File: config.mk
export PLATFORM = sky130hd
export DESIGN_NAME = tbb_merge
export DESIGN_NICKNAME = d
export VERILOG_FILES = /design/src/rtl/tbb_pkg.sv /design/src/rtl/tbb_merge.sv
export SDC_FILE = /design/constraint.sdc
export NUM_CORES = 2
export LEC_CHECK = 0
export BUFFER_PORTS_ARGS = -buffer_cell sky130_fd_sc_hd__buf_4
export CAP_MARGIN = 10
export CORE_UTILIZATION = 35
export DETAILED_ROUTE_END_ITERATION = 16
export PLACE_DENSITY = 0.5
export SYNTH_ARGS = -nofsm -noshare
export SYNTH_HDL_FRONTEND = slang
export SYNTH_SLANG_ARGS = --single-unit
File: constraint.sdc
create_clock -name clk_i -period 12.8 [get_ports clk_i]
set_input_delay 1.92 -clock clk_i [delete_from_list [all_inputs] [get_ports clk_i]]
set_output_delay 1.92 -clock clk_i [all_outputs]
set_load 0.02 [all_outputs]
File: src/rtl/tbb_pkg.sv
// ----------------------------------------------------------------------------
// tbb_pkg - shared types and constants of the transformed box bounds block
// Coordinate and payload types, register indexes and control groups that
// travel between the product stage, the vertex lanes and the merge stage.
// ----------------------------------------------------------------------------
package tbb_pkg;

  localparam int COORD_WIDTH = 32;
  localparam int COEF_WIDTH  = 20;
  localparam int FRAC_BITS   = 16;

  localparam int NUM_AXES    = 3;
  localparam int NUM_CORNERS = 1 << NUM_AXES;
  localparam int PIPE_DEPTH  = 4;

  localparam int CFG_IDX_W   = 3;
  localparam int CFG_DATA_W  = 64;
  localparam int PERM_W      = 7;
  localparam int PERM_EN_BIT = 6;
  localparam int DIM_W       = 2;

  localparam logic [DIM_W-1:0] BOX_DIM_2D    = 2'd2;
  localparam logic [DIM_W-1:0] OUT_DIM_XY    = 2'd2;
  localparam logic [DIM_W-1:0] OUT_DIM_ALL   = 2'd3;
  localparam logic [1:0]       PERM_SRC_NONE = 2'd3;

  typedef logic signed [COORD_WIDTH-1:0] coord_t;

  typedef struct packed {
    coord_t low_x;
    coord_t low_y;
    coord_t low_z;
    coord_t high_x;
    coord_t high_y;
    coord_t high_z;
  } box_t;

  typedef struct packed {
    coord_t out_low_x;
    coord_t out_low_y;
    coord_t out_low_z;
    coord_t out_high_x;
    coord_t out_high_y;
    coord_t out_high_z;
  } bounds_t;

  typedef enum logic [CFG_IDX_W-1:0] {
    CFG_MATRIX_ROW0 = 3'd0,
    CFG_MATRIX_ROW1 = 3'd1,
    CFG_MATRIX_ROW2 = 3'd2,
    CFG_PERM_MODE   = 3'd3,
    CFG_BOX_DIM     = 3'd4,
    CFG_OUT_DIM     = 3'd5
  } cfg_reg_e;

  typedef struct packed {
    logic                      perm_en;
    logic [NUM_AXES-1:0][1:0]  src;
  } lane_ctrl_t;

  typedef struct packed {
    logic keep_y;
    logic keep_z;
  } proj_ctrl_t;

endpackage

File: src/rtl/tbb_merge.sv
// ----------------------------------------------------------------------------
// tbb_merge - minimum and maximum over the corner lanes
// Two registered levels: each half of the lanes is reduced first, then the
// two halves, and axes that are projected away are forced to zero.
// ----------------------------------------------------------------------------
module tbb_merge (
  input  logic                clk_i,
  input  tbb_pkg::coord_t     lane_i [tbb_pkg::NUM_CORNERS][tbb_pkg::NUM_AXES],
  input  tbb_pkg::proj_ctrl_t proj_i,
  output tbb_pkg::bounds_t    result_o
);

  localparam int GROUP = tbb_pkg::NUM_CORNERS / 2;

  tbb_pkg::coord_t  mn_a_d [2][tbb_pkg::NUM_AXES];
  tbb_pkg::coord_t  mx_a_d [2][tbb_pkg::NUM_AXES];
  tbb_pkg::coord_t  mn_a_q [2][tbb_pkg::NUM_AXES];
  tbb_pkg::coord_t  mx_a_q [2][tbb_pkg::NUM_AXES];
  tbb_pkg::coord_t  mn_c   [tbb_pkg::NUM_AXES];
  tbb_pkg::coord_t  mx_c   [tbb_pkg::NUM_AXES];
  tbb_pkg::bounds_t result_d;
  tbb_pkg::bounds_t result_q;

  always_comb begin
    for (int h = 0; h < 2; h++) begin
      for (int a = 0; a < tbb_pkg::NUM_AXES; a++) begin
        mn_a_d[h][a] = lane_i[h*GROUP][a];
        mx_a_d[h][a] = lane_i[h*GROUP][a];
        for (int j = 1; j < GROUP; j++) begin
          if (lane_i[h*GROUP+j][a] < mn_a_d[h][a]) begin
            mn_a_d[h][a] = lane_i[h*GROUP+j][a];
          end
          if (lane_i[h*GROUP+j][a] > mx_a_d[h][a]) begin
            mx_a_d[h][a] = lane_i[h*GROUP+j][a];
          end
        end
      end
    end
  end

  always_comb begin
    for (int a = 0; a < tbb_pkg::NUM_AXES; a++) begin
      mn_c[a] = (mn_a_q[1][a] < mn_a_q[0][a]) ? mn_a_q[1][a] : mn_a_q[0][a];
      mx_c[a] = (mx_a_q[1][a] > mx_a_q[0][a]) ? mx_a_q[1][a] : mx_a_q[0][a];
    end
    result_d.out_low_x  = mn_c[0];
    result_d.out_high_x = mx_c[0];
    result_d.out_low_y  = proj_i.keep_y ? mn_c[1] : '0;
    result_d.out_high_y = proj_i.keep_y ? mx_c[1] : '0;
    result_d.out_low_z  = proj_i.keep_z ? mn_c[2] : '0;
    result_d.out_high_z = proj_i.keep_z ? mx_c[2] : '0;
  end

  always_ff @(posedge clk_i) begin
    mn_a_q   <= mn_a_d;
    mx_a_q   <= mx_a_d;
    result_q <= result_d;
  end

  assign result_o = result_q;

endmodule

Word level (Yosys, flattened, before mapping)

Index checks and enable logic that the tools add are counted.

Flip-flop bits (word level): 576
Input bits: 771
Logic and storage cells: 102

Mux-type cells: 42
Magnitude comparators: 42

Operator list:

| cell           | number |
|---|---|
| $mux W32       | 42 |
| $gt A32 B32 Y1 | 21 |
| $lt A32 B32 Y1 | 21 |

Logic depth before layout (Yosys ltp)

Depth in word-level cells: 6
Mapped depth: 42
Gate-level depth less buffers: 37

Least setup slack after synthesis

OpenSTA, ideal clock, no wires.

Path kind: input-to-reg
From: input lane_i[383] in the netlist's numbering
To: register mx_a_q[65] in the netlist's numbering
Arrival time: 9.837 ns
Required time: 12.726 ns
Slack: 2.890 ns
Cell stages on the path: 42
Buffers on the path: 6
Library setup time: 0.074 ns
Cell sequence: inv_1 -> ha_1 -> buf_2 -> nand4_1 -> nor4_2 -> a211oi_1 -> o21a_1 -> and3_1 -> nor3_1 -> clkbuf_1 -> clkbuf_1 -> nand2_1 -> o21ai_0 -> inv_1 -> ha_1 -> a21o_1 -> a21o_1 -> a21o_1 -> [6 not listed] -> o211ai_2 -> buf_4 -> mux2i_1 -> ha_1 -> nor2b_1 -> o21a_1 -> o21ai_0 -> nand2b_1 -> a21oi_1 -> o21ai_0 -> a21oi_1 -> o31ai_1 -> a2111oi_0 -> mux2i_1 -> a21o_1 -> buf_1 -> clkbuf_1 -> mux2i_1

RTL lines:

| item                 | line            | text |
|---|---|---|
| from (decl)          | tbb_merge.sv:8  | `input tbb_pkg::coord_t lane_i [tbb_pkg::NUM_CORNERS][tbb_pkg::NUM_AXES],` |
| to (signal assigned) | tbb_merge.sv:56 | `mx_a_q <= mx_a_d;` |
| to (decl)            | tbb_merge.sv:18 | `tbb_pkg::coord_t mx_a_q [2][tbb_pkg::NUM_AXES];` |

==> flow_summary.json <==
{
  "core_um2": 156600,
  "antenna_found_initial": 72,
  "critPathKind": "primary input to flip-flop",
  "endpoint_kind": "flip-flop",
  "die_w_um": 399.8,
  "area_growth_pct": 21.58,
  "vias_per_cell": 5.324,
  "wl_per_cell_um": 24.16,
  "crit_fanout": 51,
  "relSlewSlack_pct": 15.16,
  "critPathRequiredTime_ns": 13.28,
  "slowest_delay_ns": 1.01,
  "grt_overflow_total": 0,
  "drc_errors": 0,
  "setup_viol": 0,
  "grt_pass1_wl_um": 327000,
  "num_io_pins": 963,
  "vias": 50818,
  "fin_skew_ns": 0.02549,
  "yosysSeqAreaShare_pct": 20.82,
  "fin_ws_ns": 1.288,
  "critPathArrivalTime_ns": 11.99,
  "drtAntennaViolNets": 0,
  "cp_slowest_cell": "nor4b_1",
  "numCtsBuffers": 66,
  "holdBufCountCts": 0,
  "io_buffers": 962,
  "post-route-util_pct": 43.00,
  "yosysUniqueCellTypes": 90,
  "grt_use_met3_pct": 5.440,
  "syn-num-nets": 8445,
  "irDropWorstVdd_uv": 172.0,
  "yosys_warnings": 0,
  "final_common_cell": "ha_1",
  "dpl_cell_area_um2": 64970,
  "clk_pin_slew_worst_paths_ns": 0.06,
  "fin_cells": 9545,
  "final_area_um2": 67330,
  "power_density_nw_per_um2": 195.5,
  "ys.flop_type": "dfxtp_1",
  "cts-resized-gates": 0,
  "gp_congestion": 0.9644,
  "hp-class": "flip-flop to flip-flop",
  "start_util_pct": 35.37,
  "netlist_area_um2": 55380,
  "pre_cts_slack_ns": 1.120,
  "fmax_mhz": 86.87,
  "grt_pass1_vias": 49934,
  "grt_max_degree": 97,
  "syn_area_per_cell_um2": 8.456,
  "hold_viol_final": 0,
  "synth_edf_count": 0,
  "rows": 145,
  "drt-initial-drc-count": 2848,
  "grt_util_met2_pct": 47.91,
  "slew_viol_final": 0,
  "path_common_cell": "a21oi_1",
  "dpl.cell_count": 9397,
  "tritoncts": "done",
  "die_h_um": 399.8,
  "final_cell_mix": "1125 x ha_1, 1003 x buf_4, 766 x inv_1",
  "cts_setup_buffers": 0,
  "synth_seq_cells": 576,
  "worst_slew_pin_slew_ns": 1.255,
  "grt_use_met1_pct": 33.88,
  "drive_above_1_share_pct": 18.60,
  "nets": 9304,
  "fin_total_pwr_mw": 13.16,
  "tns_ns": 0,
  "clock_sinks": 576,
  "track_usage_pct": 27.73,
  "maxCapViolCount": 0,
  "status": "finished, final reports clean",
  "cts_root_buf": "clkbuf_16",
  "holdWs_ns": 0.4565,
  "drt-pass1-iter-count": 6,
  "wl_um": 230600,
  "die-area_um2": 159800,
  "grt.busiest_layer": "met2",
  "htreeDepth": 3,
  "dp_hpwl_um": 201400,
  "postSynthCellCount": 6549,
  "finalCritPeriodShare_pct": 89.93,
  "rsz0062_at_grt": "false",
  "start_kind": "primary input",
  "fin_crit_ns": 11.51,
  "leakage_nw": 35.57,
  "synthArstFlopShare_pct": 0,
  "worst_skew_pair.late_latency_ns": 0.64,
  "cts_max_path_buffers": 3
}
-- worst max-delay path, delay by kind of cell --
| family | cells | cell delay, ns |
|---|---|---|
| adders and majority gates | 3 | 0.93 |
| muxes | 1 | 0.79 |
| buffers and inverters | 6 | 1.48 |
| AOI/OAI and AO/OA | 18 | 3.78 |
| and+or+nand+nor | 11 | 3.01 |
-- power breakdown --
| part | switching, mW | internal (mW) |
|---|---|---|
| registers | 0.623 | 2.67 |
| logic | 4.51 | 3.39 |
| clock network | 0.817 | 1.16 |
-- worst paths after layout --
path / start / slack (ns) / depth (start not counted) / to
worst max-delay path: lane_i[731] / 1.29 / 39 / mx_a_q[133]
worst min-delay path: mx_a_q[129] / 0.46 / 2 / result_o[33]
worst max register to register: mx_a_q[122] / 8.42 / 11 / result_o[6]
worst min register to register: mx_a_q[129] / 0.46 / 2 / result_o[33]
-- cells by family after synthesis --
logic type / synth area share (%)
DFF: 20.82
and+or+nand+nor: 12.74
buffers and inverters: 6.816
xor gates and xnor gates: 0.2688
AOI/OAI and AO/OA: 16.85
muxes: 17.02
adders and majority gates: 25.47
-- metal layers --
| metal | routed length [µm] | vias to the layer above |
|---|---|---|
| met4 | 7983 | 46 |
| li1 | - | 25368 |
| met5 | 281 | - |
| met1 | 98320 | 23813 |
| met2 | 111200 | 1268 |
| met3 | 12760 | 323 |
-- final cells by class --
| cell class | instances | area (µm²) |
|---|---|---|
| Sequential cell | 576 | 11530 |
| Inverter | 766 | 2875 |
| Clock buffer | 84 | 1809 |
| Multi-Input combinational cell | 4989 | 40360 |
| Clock inverter | 33 | 447.9 |
| Fill cell | 15772 | 89240 |
| Timing Repair Buffer | 1009 | 7657 |
| Antenna cell | 30 | 75.07 |
| Tap cell | 2058 | 2575 |
-- synthesized netlist by cell type (7+ instances only) --
cell       instances  area [µm²]
ha_1            1125       14080
inv_1            766        2875
mux2i_1          704        7047
dfxtp_1          576       11530
nand2_1          501        1881
o21ai_0          472        2362
a21oi_1          387        1937
a21o_1           306        2297
nor2_1           206       773.2
nand4_1          202        1264
mux2_2           192        2162
clkbuf_1         166       623.1
nor2b_1          152       950.9
nand3_1           94       470.5
nand2b_1          88       550.5
nor3_1            58       290.3
o21a_1            47       352.8
a31oi_1           44       275.3
o41ai_1           33       289.0
o211ai_1          30       225.2
nor4_1            29       181.4
a211oi_1          25       187.7
buf_2             23       115.1
o21ai_1           23       115.1
and4_1            21       183.9
buf_1             19       71.32
a2111oi_0         18       157.7
or3_1             17       106.4
and3_1            14       87.58
mux2_4            13       195.2
xnor2_1           12       105.1
or2_2             11       68.82
o31ai_1            9       67.56
a211o_1            8       70.07
a41oi_1            8       70.07
o221ai_1           8       70.07
a21boi_0           7       52.55
a221oi_1           7       61.31
a311oi_1           7       61.31
buf_4              7       52.55
-- flip-flops by register name (all words and copies together), names as in the netlist --
| name | count |
|---|---|
| mn_a_q | 192 |
| mx_a_q | 192 |
| result_o | 192 |
Power figures use the tool's default switching activity.
