==> src/rtl/tbb_pkg.sv <==
// ----------------------------------------------------------------------------
// tbb_pkg - shared types and constants of the transformed box bounds block
// Coordinate and payload types, register indexes and control groups that
// travel between the product stage, the vertex lanes and the merge stage.
// ----------------------------------------------------------------------------
package tbb_pkg;

  localparam int COORD_WIDTH = 32;
  localparam int COEF_WIDTH  = 20;
  localparam int FRAC_BITS   = 16;

  localparam int NUM_AXES    = 3;
  localparam int NUM_CORNERS = 1 << NUM_AXES;
  localparam int PIPE_DEPTH  = 4;

  localparam int CFG_IDX_W   = 3;
  localparam int CFG_DATA_W  = 64;
  localparam int PERM_W      = 7;
  localparam int PERM_EN_BIT = 6;
  localparam int DIM_W       = 2;

  localparam logic [DIM_W-1:0] BOX_DIM_2D    = 2'd2;
  localparam logic [DIM_W-1:0] OUT_DIM_XY    = 2'd2;
  localparam logic [DIM_W-1:0] OUT_DIM_ALL   = 2'd3;
  localparam logic [1:0]       PERM_SRC_NONE = 2'd3;

  typedef logic signed [COORD_WIDTH-1:0] coord_t;

  typedef struct packed {
    coord_t low_x;
    coord_t low_y;
    coord_t low_z;
    coord_t high_x;
    coord_t high_y;
    coord_t high_z;
  } box_t;

  typedef struct packed {
    coord_t out_low_x;
    coord_t out_low_y;
    coord_t out_low_z;
    coord_t out_high_x;
    coord_t out_high_y;
    coord_t out_high_z;
  } bounds_t;

  typedef enum logic [CFG_IDX_W-1:0] {
    CFG_MATRIX_ROW0 = 3'd0,
    CFG_MATRIX_ROW1 = 3'd1,
    CFG_MATRIX_ROW2 = 3'd2,
    CFG_PERM_MODE   = 3'd3,
    CFG_BOX_DIM     = 3'd4,
    CFG_OUT_DIM     = 3'd5
  } cfg_reg_e;

  typedef struct packed {
    logic                      perm_en;
    logic [NUM_AXES-1:0][1:0]  src;
  } lane_ctrl_t;

  typedef struct packed {
    logic keep_y;
    logic keep_z;
  } proj_ctrl_t;

endpackage

==> src/rtl/tbb_lane.sv <==
// ----------------------------------------------------------------------------
// tbb_lane - one corner vertex of the box
// Sums the products picked by this corner, rounds and saturates each axis,
// or picks the permuted source coordinate, and registers the mapped vertex.
// ----------------------------------------------------------------------------
module tbb_lane #(
  parameter int  COEF_WIDTH = tbb_pkg::COEF_WIDTH,
  parameter int  FRAC_BITS  = tbb_pkg::FRAC_BITS,
  parameter int  CORNER     = 0,
  localparam int PROD_W     = tbb_pkg::COORD_WIDTH + COEF_WIDTH,
  localparam int SUM_W      = PROD_W + 2
) (
  input  logic                     clk_i,
  input  logic signed [PROD_W-1:0] prod_lo_i [tbb_pkg::NUM_AXES][tbb_pkg::NUM_AXES],
  input  logic signed [PROD_W-1:0] prod_hi_i [tbb_pkg::NUM_AXES][tbb_pkg::NUM_AXES],
  input  tbb_pkg::coord_t          lo_i      [tbb_pkg::NUM_AXES],
  input  tbb_pkg::coord_t          hi_i      [tbb_pkg::NUM_AXES],
  input  tbb_pkg::lane_ctrl_t      ctrl_i,
  output tbb_pkg::coord_t          val_o     [tbb_pkg::NUM_AXES]
);

  localparam int CW = tbb_pkg::COORD_WIDTH;
  localparam logic [tbb_pkg::NUM_AXES-1:0] CORNER_BITS = CORNER[tbb_pkg::NUM_AXES-1:0];
  localparam logic signed [SUM_W-1:0] HALF =
    {{(SUM_W-1){1'b0}}, 1'b1} << (FRAC_BITS - 1);
  localparam logic signed [SUM_W-1:0] SAT_MAX = {{(SUM_W-CW+1){1'b0}}, {(CW-1){1'b1}}};
  localparam logic signed [SUM_W-1:0] SAT_MIN = {{(SUM_W-CW+1){1'b1}}, {(CW-1){1'b0}}};
  localparam tbb_pkg::coord_t COORD_MAX = {1'b0, {(CW-1){1'b1}}};
  localparam tbb_pkg::coord_t COORD_MIN = {1'b1, {(CW-1){1'b0}}};

  logic signed [SUM_W-1:0] sum_c  [tbb_pkg::NUM_AXES];
  logic signed [SUM_W-1:0] rnd_c  [tbb_pkg::NUM_AXES];
  tbb_pkg::coord_t         mat_c  [tbb_pkg::NUM_AXES];
  tbb_pkg::coord_t         perm_c [tbb_pkg::NUM_AXES];
  tbb_pkg::coord_t         val_d  [tbb_pkg::NUM_AXES];
  tbb_pkg::coord_t         val_q  [tbb_pkg::NUM_AXES];

  always_comb begin
    for (int a = 0; a < tbb_pkg::NUM_AXES; a++) begin
      sum_c[a] = '0;
      for (int k = 0; k < tbb_pkg::NUM_AXES; k++) begin
        sum_c[a] = sum_c[a] +
                   SUM_W'(CORNER_BITS[k] ? prod_hi_i[a][k] : prod_lo_i[a][k]);
      end
      // round half up, then saturate to the coordinate range
      rnd_c[a] = (sum_c[a] + HALF) >>> FRAC_BITS;
      if (rnd_c[a] > SAT_MAX) begin
        mat_c[a] = COORD_MAX;
      end else if (rnd_c[a] < SAT_MIN) begin
        mat_c[a] = COORD_MIN;
      end else begin
        mat_c[a] = rnd_c[a][CW-1:0];
      end
      if (ctrl_i.src[a] == tbb_pkg::PERM_SRC_NONE) begin
        perm_c[a] = '0;
      end else if (CORNER_BITS[ctrl_i.src[a]]) begin
        perm_c[a] = hi_i[ctrl_i.src[a]];
      end else begin
        perm_c[a] = lo_i[ctrl_i.src[a]];
      end
      val_d[a] = ctrl_i.perm_en ? perm_c[a] : mat_c[a];
    end
  end

  always_ff @(posedge clk_i) begin
    val_q <= val_d;
  end

  assign val_o = val_q;

endmodule

==> config.mk <==
export PLATFORM = sky130hd
export DESIGN_NAME = tbb_lane
export DESIGN_NICKNAME = d
export VERILOG_FILES = /design/src/rtl/tbb_pkg.sv /design/src/rtl/tbb_lane.sv
export SDC_FILE = /design/constraint.sdc
export NUM_CORES = 1
export LEC_CHECK = 0
export ABC_AREA = 1
export BUFFER_PORTS_ARGS = -buffer_cell sky130_fd_sc_hd__buf_2
export CAP_MARGIN = 20
export CORE_AREA = 8 8 475 477
export CTS_BUF_LIST = sky130_fd_sc_hd__clkbuf_16
export CTS_CLUSTER_SIZE = 14
export DETAILED_ROUTE_END_ITERATION = 7
export DIE_AREA = 0 0 483 485
export HOLD_SLACK_MARGIN = 0.08
export PLACE_DENSITY = 0.38
export SETUP_SLACK_MARGIN = 0.3
export SYNTH_ARGS = -nofsm -noshare
export SYNTH_HDL_FRONTEND = slang
export SYNTH_SLANG_ARGS = --single-unit
==> constraint.sdc <==
create_clock -name clk_i -period 4.2 [get_ports clk_i]
set_clock_uncertainty 0.2 [all_clocks]
set_input_delay 0.63 -clock clk_i [delete_from_list [all_inputs] [get_ports clk_i]]
set_output_delay 0.63 -clock clk_i [all_outputs]
set_load 0.005 [all_outputs]
# Yosys cells after proc, flatten, opt, wreduce, memory -nomap -nowiden
# Cells that the tools add are included.
[classes]
eq_ne = 3
bitwise = 3
addsub = 9
magnitude_cmp = 12
mux = 39
[ops]
columns = ["op", "count"]
rows = [
  ["32-bit two-way mux", 27],
  ["32-bit binary-select mux with 2-bit select", 6],
  ["53-bit by 52-bit adder with 54-bit output", 3],
  ["54-bit by 17-bit adder with 54-bit output (second input constant)", 3],
  ["52-bit by 52-bit adder with 53-bit output", 3],
  ["38-bit by 32-bit > comparator with 1-bit output (second input constant)", 3],
  ["38-bit by 32-bit less-than comparator with 1-bit output (second input constant)", 3],
  ["3-bit >= comparator (second input constant)", 3],
  ["2-bit by 3-bit less-than comparator with 1-bit output (second input constant)", 3],
  ["2-bit NOT with 3-bit output", 3],
  ["1-bit binary-select mux with 2-bit select", 3],
  ["2-bit == test (second input constant)", 3],
  ["1-bit two-way mux", 3],
]
[word_totals]
ff_bits = 96
input_bits = 1136
word_cells = 69

# Depth between registers and ports, before layout
# Gate-level depths: netlist of the first run.
[depth]
word_depth = 7
ltp_mapped = 26
depth_no_buf = 25

# Worst setup path after synthesis of the first run
# Ideal clock, no wire load.
[synth_timing]
path_kind = "input to register"
from = "input port prod_lo_i[173] (netlist bit)"
to = "register val_q, in the netlist val_o[33]"
setup_time_ns = 0.117
path_stages = 19
slack_ns = 0.527
arrival_time_ns = 3.356
path_buffers = 1
required_ns = 3.883
path_cell_list = "inv_1 fa_1 inv_1 ha_1 ha_1 nand2_2 inv_1 a21oi_2 a21boi_0 nand3_1 nand2_1 nand3_1 nand2_1 nand2_1 nor2_2 nand2_2 a21oi_4 buf_6 a21oi_2"
[synth_lines]
columns = ["element", "line", "source"]
rows = [
  ["from (decl)", "tbb_lane.sv:14", "input logic signed [PROD_W-1:0] prod_lo_i [tbb_pkg::NUM_AXES][tbb_pkg::NUM_AXES],"],
  ["to (signal assigned)", "tbb_lane.sv:66", "val_q <= val_d;"],
  ["to (decl)", "tbb_lane.sv:36", "tbb_pkg::coord_t val_q [tbb_pkg::NUM_AXES];"],
]

==> results of run 1 <==
==> layer usage <==
| metal | wire, µm | GRT usage |
|---|---|---|
| met4 | 3240 | 0.0275 |
| met5 | 88 | 0 |
| met2 | 76200 | 0.225 |
| met1 | 68200 | 0.159 |
| met3 | 9470 | 0.0297 |
==> through the flow <==
stage               setup slack [ps]  utilization  instances  instance area (µm²)  total power, µW
detailed placement              -677        0.157       7782                34300            11900
global route                    95.9        0.178       7868                38800            16300
floorplan                        527            -       3810                23600             6490
global placement                -698        0.157       7782                34300            12000
CTS                              221        0.166       7831                36200            13900
finish                           213        0.178       7908                38900            14900
==> layout make-up <==
cell class,instances,area share
multi-input combinational,2713,0.546
sequential,96,0.0494
clock buffer,9,0.00579
inverter,930,0.0903
tap,2871,0.0924
clock inverter,7,0.00235
antenna,51,0.00328
timing repair buffer,1231,0.211
==> layout by cell type, fill, tap and decap left out, types with 9 or more instances in the layout <==
cell type	netlist	final
sky130_fd_sc_hd__diode_2	0	51
sky130_fd_sc_hd__nand2_2	76	194
sky130_fd_sc_hd__inv_1	909	875
sky130_fd_sc_hd__xnor2_1	38	37
sky130_fd_sc_hd__buf_12	3	30
sky130_fd_sc_hd__buf_4	0	506
sky130_fd_sc_hd__o21ai_1	4	25
sky130_fd_sc_hd__xor2_1	52	52
sky130_fd_sc_hd__fa_1	153	143
sky130_fd_sc_hd__a31oi_1	10	9
sky130_fd_sc_hd__nor2_2	35	65
sky130_fd_sc_hd__ha_2	0	19
sky130_fd_sc_hd__o21ai_2	0	11
sky130_fd_sc_hd__a21oi_1	270	195
sky130_fd_sc_hd__ha_4	0	123
sky130_fd_sc_hd__dfxtp_1	96	96
sky130_fd_sc_hd__fa_2	0	10
sky130_fd_sc_hd__nand4_1	13	13
sky130_fd_sc_hd__nand2_4	2	38
sky130_fd_sc_hd__a211oi_1	34	33
sky130_fd_sc_hd__nor3_2	8	14
sky130_fd_sc_hd__a21oi_4	2	19
sky130_fd_sc_hd__ha_1	306	164
sky130_fd_sc_hd__nor2_4	6	54
sky130_fd_sc_hd__a21oi_2	63	121
sky130_fd_sc_hd__nand3_1	86	73
sky130_fd_sc_hd__clkbuf_16	0	13
sky130_fd_sc_hd__nor3_1	20	10
sky130_fd_sc_hd__buf_2	7	662
sky130_fd_sc_hd__nand2_1	864	707
sky130_fd_sc_hd__nand3_2	6	16
sky130_fd_sc_hd__inv_2	20	47
sky130_fd_sc_hd__buf_6	10	23
sky130_fd_sc_hd__o21ai_0	228	196
sky130_fd_sc_hd__nor2_1	357	279
sky130_fd_sc_hd__o21bai_1	34	27
==> cells in the mapped netlist, types with 4 or more instances <==
library cell / count / area [µm²]
sky130_fd_sc_hd__and2_1: 5 / 31.3
sky130_fd_sc_hd__nor4_1: 5 / 31.3
sky130_fd_sc_hd__xor2_1: 52 / 455
sky130_fd_sc_hd__nor3_2: 8 / 80.1
sky130_fd_sc_hd__nand3b_1: 6 / 45.0
sky130_fd_sc_hd__buf_2: 7 / 35.0
sky130_fd_sc_hd__nand4_1: 13 / 81.3
sky130_fd_sc_hd__ha_1: 306 / 3830
sky130_fd_sc_hd__inv_2: 20 / 75.1
sky130_fd_sc_hd__o21ai_1: 4 / 20.0
sky130_fd_sc_hd__buf_1: 5 / 18.8
sky130_fd_sc_hd__a31oi_1: 10 / 62.6
sky130_fd_sc_hd__xnor2_1: 38 / 333
sky130_fd_sc_hd__buf_6: 10 / 113
sky130_fd_sc_hd__nor3_1: 20 / 100
sky130_fd_sc_hd__a21oi_1: 270 / 1350
sky130_fd_sc_hd__nand2_2: 76 / 475
sky130_fd_sc_hd__nand3_2: 6 / 60.1
sky130_fd_sc_hd__a21oi_2: 63 / 552
sky130_fd_sc_hd__clkbuf_1: 45 / 169
sky130_fd_sc_hd__o21bai_1: 34 / 255
sky130_fd_sc_hd__nand2_1: 864 / 3240
sky130_fd_sc_hd__nand3_1: 86 / 430
sky130_fd_sc_hd__nor2_4: 6 / 67.6
sky130_fd_sc_hd__a211oi_1: 34 / 255
sky130_fd_sc_hd__nor2_2: 35 / 219
sky130_fd_sc_hd__nor2_1: 357 / 1340
sky130_fd_sc_hd__dfxtp_1: 96 / 1920
sky130_fd_sc_hd__o21ai_0: 228 / 1140
sky130_fd_sc_hd__fa_1: 153 / 3060
sky130_fd_sc_hd__inv_1: 909 / 3410
sky130_fd_sc_hd__a21boi_0: 5 / 37.5
sky130_fd_sc_hd__o21a_1: 8 / 60.1
==> cells by family (layout without fill, tap and decap cells) <==
group                      count (synthesis)  count (layout)
adders and majority gates                459             459
DFF                                       96              96
xor gates and xnor gates                  90              90
buffers and inverters                   1002            2177
other                                      0              51
and+or+nand+nor                         1497            1498
AOI/OAI and AO/OA                        666             666
==> worst min-delay path: stages <==
cell,delay (ps)
sky130_fd_sc_hd__buf_2,80
sky130_fd_sc_hd__inv_1,50
sky130_fd_sc_hd__a21oi_1,120
sky130_fd_sc_hd__nor2_1,60
sky130_fd_sc_hd__a21oi_2,80
==> path summary, 6_finish.rpt <==
path                            from                end  slack [ps]  depth (start not counted)
worst max-delay path  prod_lo_i[289]  val_o[56]$_DFF_P_         210                         27
worst min-delay path        lo_i[46]  val_o[46]$_DFF_P_         430                          5
==> power by group through the flow <==
stage	Combinational [µW]	Clock, µW	Sequential (µW)
detailed placement	10500	0	1400
global placement	10600	0	1410
CTS	11400	1060	1390
finish	12600	972	1380
floorplan	5170	0	1320
global route	13800	1080	1400
==> repair_timing <==
item,4_1_cts,5_1_grt
cloned,3,6
hold endpoints to repair,0,0
setup endpoints to repair,90,93
resized for setup,301,472
buffers inserted,30,20
pin swaps,84,127
==> results by stage, run 1 <==
Global routing:
- The maximum number of pins on one net before global-route repair is 65.
- For this run the aggregate overflow at the end of global routing stands at 0.
- The total track usage is 0.128.
- The initial antenna violation count is 65.
- The number of global-route vias before repair came to 29100.
- The first global-routing pass estimated 216000 µm of wire.

Floorplanning:
- The die area is about 230000 µm².
- The floorplan has 172 rows.
- In this run the standard cell core region covers approximately 220000 µm².
- 1232 I/O pins were placed.
- The floorplan die width is 483 µm.
- The floorplan step set the die height to 485 µm.
- For this configuration, the core starts out at a cell density of 0.108.

Worst setup path:
- The endpoint arrival time on the critical path is 4090 ps.
- The highest-delay cell along the critical path is sky130_fd_sc_hd__fa_2.
- Along the worst path, the maximum fanout reaches 6.
- Grouping stages by cell kind, the critical path spends the most delay in adder cells.
- The worst setup path is launched from an input pin.
- The number of buffers and inverters on the critical path is 11.
- The kind of capture point of the worst setup path is a register.
- The worst setup path is of the in -> reg kind.
- The critical path required time is 4300 ps.
- For this run, the slowest stage of the critical path takes 660 ps.
- The cell occurring most often along the worst timing path is sky130_fd_sc_hd__nand2_2.

Clock tree:
- The maximum level of the CTS H-tree is 3.
- The count of hold-fix buffers inserted at cts is 0.
- The clock-pin slew on the worst setup and hold paths is 100 ps.
- The number of clock sinks is 96.
- The clock passes through at most 2 buffers.
- The clock buffer count from CTS is 9.
- The cell sitting at the root of the clock tree is a sky130_fd_sc_hd__clkbuf_16.
- TritonCTS built the clock tree.

Synth:
- Of the total synthesized cell area, the portion taken by XOR and XNOR cells is 0.0334.
- After synthesis, the largest family of logic cells by area is adder cells.
- The number of synthesized register bits is 96.
- Of the synthesized area, sequential elements account for 0.0813.
- The netlist area before placement is 23600 µm².
- Measured against the total synthesized area, the mux share comes to 0.
- The number of nets in the synthesized netlist is 5405.
- The compound-cell area share of the yosys netlist was 0.162.
- The number of different library cells used by synthesis comes to between 40 and 50.
- Of the total synthesized cell area, the portion taken by AND, OR, NAND and NOR gates is 0.266.
- Dividing the synthesized area by the synthesized cell count gives around 6.2 µm².
- The gate count of the mapped netlist is 3810.
- The number of enable flip-flop cells after synthesis is 0.
- For this run, the number of Yosys warnings is 0.
- For this run, asynchronously set or reset flops after synthesis account for 0.
- The most used flip-flop cell after synthesis is sky130_fd_sc_hd__dfxtp_1.
- Of the total synthesized cell area, the portion taken by full adders, half adders and majority gates is 0.292.

Pwr:
- The part of the power in registers is 0.092.
- Dividing total power by cell area gives a power density of 384 nW/µm².
- The worst voltage drop across the vdd grid is 227 µV.
- The share of total power dissipated in the clock network is 0.065.
- The switching share of total power is 0.522.
- The internal power of the cells is approximately 7000 µW.
- Of the total power, combinational logic draws 0.842.
- The switching power summed over all nets is just under 8000 µW.
- The total leakage power is 0.0198 µW.

Final layout:
- In the final layout, the share of cells above drive strength 1 is 0.405.
- The flip-flop count of the largest register, all copies and words added is 96.
- From synthesis to final layout, the design area changed by 64.6%.
- The area taken by multi-input logic gates is 21200 µm².
- The sequential cells in the finished layout cover a total of 1920 µm².
- The number of nets in the final layout is 6576.
- The fill cell instance count of the final layout is between 20000 and 30000.

Route:
- The final route contains 28000 vias.
- The first detailed-routing pass took 5 iterations.
- Using the TritonRoute via totals, the vias-per-cell ratio works out to between 3 and 4.
- The iteration-0 DRC count of the detailed router is approximately 1300.
- The total length of routed wires is 157000 µm.
- In the final routed layout, each cell accounts on average for a little under 20 µm.
- In this run the remaining antenna-violating nets after routing total 0.
- The post-route DRC violation count is 0.

Place:
- The routability congestion estimate from global placement is 0.893.
- The count of buffers added on input and output ports is 667.
- After legalization and detailed placement, the total HPWL measured 142000 µm.

Run status:
- The flow ran to the end, and the final reports show no timing, DRC or antenna violations.

Timing:
- The hold violation count in the final report is 0.
- Timing would allow up to 251 MHz.
- For the pin with the worst max-slew slack, the measured transition is between 1000 and 1500 ps.
- The smallest clock period supported by the final layout is computed as 3990 ps.
- Summed over all failing endpoints, the final setup total negative slack is 0 ps.
- Setup violations remaining at the end of the flow were counted as 0.
- In this run the tightest slew margin relative to its limit is 0.245.
- The worst hold slack across all endpoints is 430 ps.
- The final period utilization is 0.949.
- The count of pins over their slew limit is 0.
- Setup repair after global routing could not meet its margin everywhere.

Min path:
- The min-delay analysis places its worst path in the category in -> reg.

Flow run:
- The number of max-cap violations is 0.
(Power assumes the default switching activity.)
==> inputs of run 2 (changes only) <==
- CORE_AREA: 8 8 475 477 -> 8 8 473 475
- DIE_AREA: 0 0 483 485 -> 0 0 481 483
==> run 2 against run 1 <==
Die area down 0.82%. Sequential power down 3%. Cell count down 0.61%. Combinational power about the same. Clock power up 0.6%. Clock-buffer cell count unchanged. Utilization up 0.36 points. Final area up 1.0%. Critical endpoint is now val_o[54]$_DFF_P_. Largest cell class unchanged. Highest routed layer unchanged.
==> results by stage, run 2 (synthesis results as in run 1) <==
Run status:
- The flow ran to the end, and the final reports show no timing, DRC or antenna violations.

Place:
- The HPWL after detailed placement is around 140000 µm.
- The count of buffers added on input and output ports is 667.
- The congestion estimate from routability-driven global placement came to 0.937.
- Once placement completed, the tool counted placed cells totaling 7720.

Timing:
- The minimum period implied by the final worst setup slack is roughly 4000 ps.
- Setup repair after global routing could not meet its margin everywhere.
- The final period utilization is 0.933.
- The hold violation count in the final report is 0.
- The number of failing setup endpoints in the final timing report is 0.
- For this run, the top clock speed supported by timing is about 260 MHz.
- The post-route setup TNS is 0 ps.
- Headroom to the max-slew limit came out at 0.236.
- At the pin with the least slew margin, the transition time is 1140 ps.
- The count of pins over their slew limit is 0.

Floorplanning:
- Pin placement for this block handled 1232 I/O pins.
- The die covers 232000 µm².
- The area of the core region is 216000 µm².
- The placement row count is 171.
- Measured along the y axis, the die boundary spans 483 µm.
- The floorplan die width is 481 µm.
- The initial cell density of the core is 0.109.

Pwr:
- For this design the ratio of total power to cell area is 386 nW/µm².
- The part of the power in registers is 0.088.
- The share of total power dissipated in the clock network is 0.065.
- Overall power consumption after layout is estimated at between 15000 and 20000 µW.
- The switching share of total power is 0.526.
- The portion of total power attributed to combinational logic is 0.847.
- The analysis attributes to cell leakage a power of 0.0197 µW.
- The internal power of the cells is 7190 µW.
- Summed over all nets, the switching power comes to 7970 µW.
- Across the VDD grid, the largest voltage drop is 201 µV.

Final layout:
- The flip-flop count of the largest register, all copies and words added is 96.
- In the final layout, the multi-input gates occupy 21900 µm².
- The fill cell instance count of the final layout is between 20000 and 30000.
- Summing all flip-flop and latch instances after layout gives 1920 µm².
- In the layout the commonest cells are 852 x sky130_fd_sc_hd__inv_1, 670 x sky130_fd_sc_hd__nand2_1, 658 x sky130_fd_sc_hd__buf_2.
- The layout overhead on the synthesized area is 66.2%.
- The most common cell after layout, fill and taps aside is sky130_fd_sc_hd__inv_1.
- The fraction of final layout cells sized beyond drive strength 1 is 0.423.
- For this run, the number of standard cells in the final layout without fillers is 7860.
- The number of nets in the final layout is 6541.

Worst setup path:
- The kind of start point of the critical path is an input pin.
- In this run the worst path has a maximum fanout of 5.
- The capture point of the worst path is val_o[54]$_DFF_P_.
- The critical path is of the in -> reg type.
- The endpoint arrival time on the critical path is 4020 ps.
- The critical path required time is 4300 ps.
- The kind of capture point of the worst setup path is a register.
- The origin of the worst setup path is prod_lo_i[189].

Global routing:
- The maximum number of pins on one net before global-route repair is 65.
- The number of global-route vias before repair is 28900.
- For this run, the total global-route usage over all layers was measured as 0.130.
- The wire length of the first global-routing pass is 214000 µm.
- The initial antenna violation count was 63.
- For this run the aggregate overflow at the end of global routing stands at 0.

Clock tree:
- The TritonCTS clock tree is yes.
- After clock tree synthesis, the clock-pin slew on the worst setup and hold paths is 100 ps.
- No sink is reached through more buffers than the 2 on the longest clock path.
- The number of clock sinks is 96.
- The tree is rooted in a sky130_fd_sc_hd__clkbuf_16.
- Clock tree synthesis inserted a total of 9 buffers.
- The clock tree synthesis step divided the H-tree into 3 levels.

Route:
- The detailed router finished its first iteration with 1199 violations.
- In the routed design, unresolved DRC markers number 0.
- The count of vias placed by the detailed router is 27800.
- The count of nets left with antenna violations once routing finished came out at 0.
- The total length of routed wires is 158000 µm.
- The pre-antenna-repair detailed-routing pass consisted of 5 iterations.
- The average wire per standard cell is approximately 20 µm.
- The detailed-route vias per instance is 3.53.

Min path:
- The path class of the lowest-slack min-delay path is in -> reg.

Flow run:
- The number of max-cap violations is 0.
## run 2: cell types whose count changed in the layout (fill, tap and decap cells not counted), moves of 23 or more
cell	delta
sky130_fd_sc_hd__buf_4	-33
sky130_fd_sc_hd__nand2_2	+29
sky130_fd_sc_hd__inv_1	-23
sky130_fd_sc_hd__ha_1	-28
sky130_fd_sc_hd__nand2_1	-37
sky130_fd_sc_hd__inv_2	+25
sky130_fd_sc_hd__ha_4	+37
## run 2: metrics by stage
| stage | instance area (µm²) | setup WS, ps | hold WS, ps | utilization |
|---|---|---|---|---|
| after CTS | 35400 | 251 | 388 | 0.164 |
| after global placement | 33800 | -556 | 829 | 0.157 |
| after global routing | 39200 | 114 | 468 | 0.181 |
| after detailed placement | 33800 | -572 | 825 | 0.157 |
| final | 39300 | 281 | 453 | 0.182 |
| after floorplan | 23600 | 527 | 702 | - |
## run 2: timing repair
action,4_1_cts,5_1_grt
gates resized for setup,212,704
cloned,3,7
buffers inserted,22,37
setup endpoints to repair,93,93
pin swaps,57,197
hold buffers,0,0
## run 2: how the worst min path moves through the flow
stage,slack (ps),to,start,depth (start not counted)
2_1_floorplan,700,val_o[31]$_DFF_P_,lo_i[31],4
4_1_cts,390,val_o[43]$_DFF_P_,lo_i[43],5
5_1_grt,470,val_o[43]$_DFF_P_,lo_i[43],5
6_report,450,val_o[50]$_DFF_P_,lo_i[50],5
3_3_place_gp,830,val_o[91],val_o[91]$_DFF_P_,1
3_5_place_dp,830,val_o[88],val_o[88]$_DFF_P_,1
## run 2: routing by layer
metal	part of all wire	track usage	up-vias
met4	0.035	0.0403	12
met1	0.43	0.161	12800
met3	0.061	0.0269	152
met5	0.00046	0	-
met2	0.47	0.224	806
li1	-	-	14000
## run 2: power by group through the flow
stage / clock [µW] / combinational, µW / sequential [µW]
detailed placement: 0 / 10400 / 1370
global route: 1070 / 14000 / 1360
CTS: 1050 / 11200 / 1350
global placement: 0 / 10500 / 1360
finish: 978 / 12800 / 1340
floorplan: 0 / 5170 / 1320
## run 2: layout make-up
type / count / area share
Multi-Input combinational cell: 2712 / 0.557
Timing Repair Buffer: 1197 / 0.203
Tap cell: 2854 / 0.0909
Inverter: 930 / 0.0893
Sequential cell: 96 / 0.0489
Clock buffer: 9 / 0.00573
Antenna cell: 55 / 0.00350
Clock inverter: 7 / 0.00232
## run 2: critical path: stages
cell	delay [ps]
sky130_fd_sc_hd__buf_2	80
sky130_fd_sc_hd__inv_1	50
sky130_fd_sc_hd__fa_1	540
sky130_fd_sc_hd__buf_4	140
sky130_fd_sc_hd__inv_1	70
sky130_fd_sc_hd__ha_4	250
sky130_fd_sc_hd__ha_4	260
sky130_fd_sc_hd__a21oi_1	310
sky130_fd_sc_hd__o21ai_4	110
sky130_fd_sc_hd__nand2_1	70
sky130_fd_sc_hd__nand2_1	70
sky130_fd_sc_hd__nand2_1	70
sky130_fd_sc_hd__nand2_1	110
sky130_fd_sc_hd__a21oi_2	140
sky130_fd_sc_hd__nand3_1	90
sky130_fd_sc_hd__nand2_1	70
sky130_fd_sc_hd__nand2_1	70
sky130_fd_sc_hd__nor2_2	120
sky130_fd_sc_hd__nand2_2	110
sky130_fd_sc_hd__a21oi_4	190
sky130_fd_sc_hd__buf_12	170
sky130_fd_sc_hd__buf_6	120
sky130_fd_sc_hd__buf_16	120
sky130_fd_sc_hd__a21oi_4	50
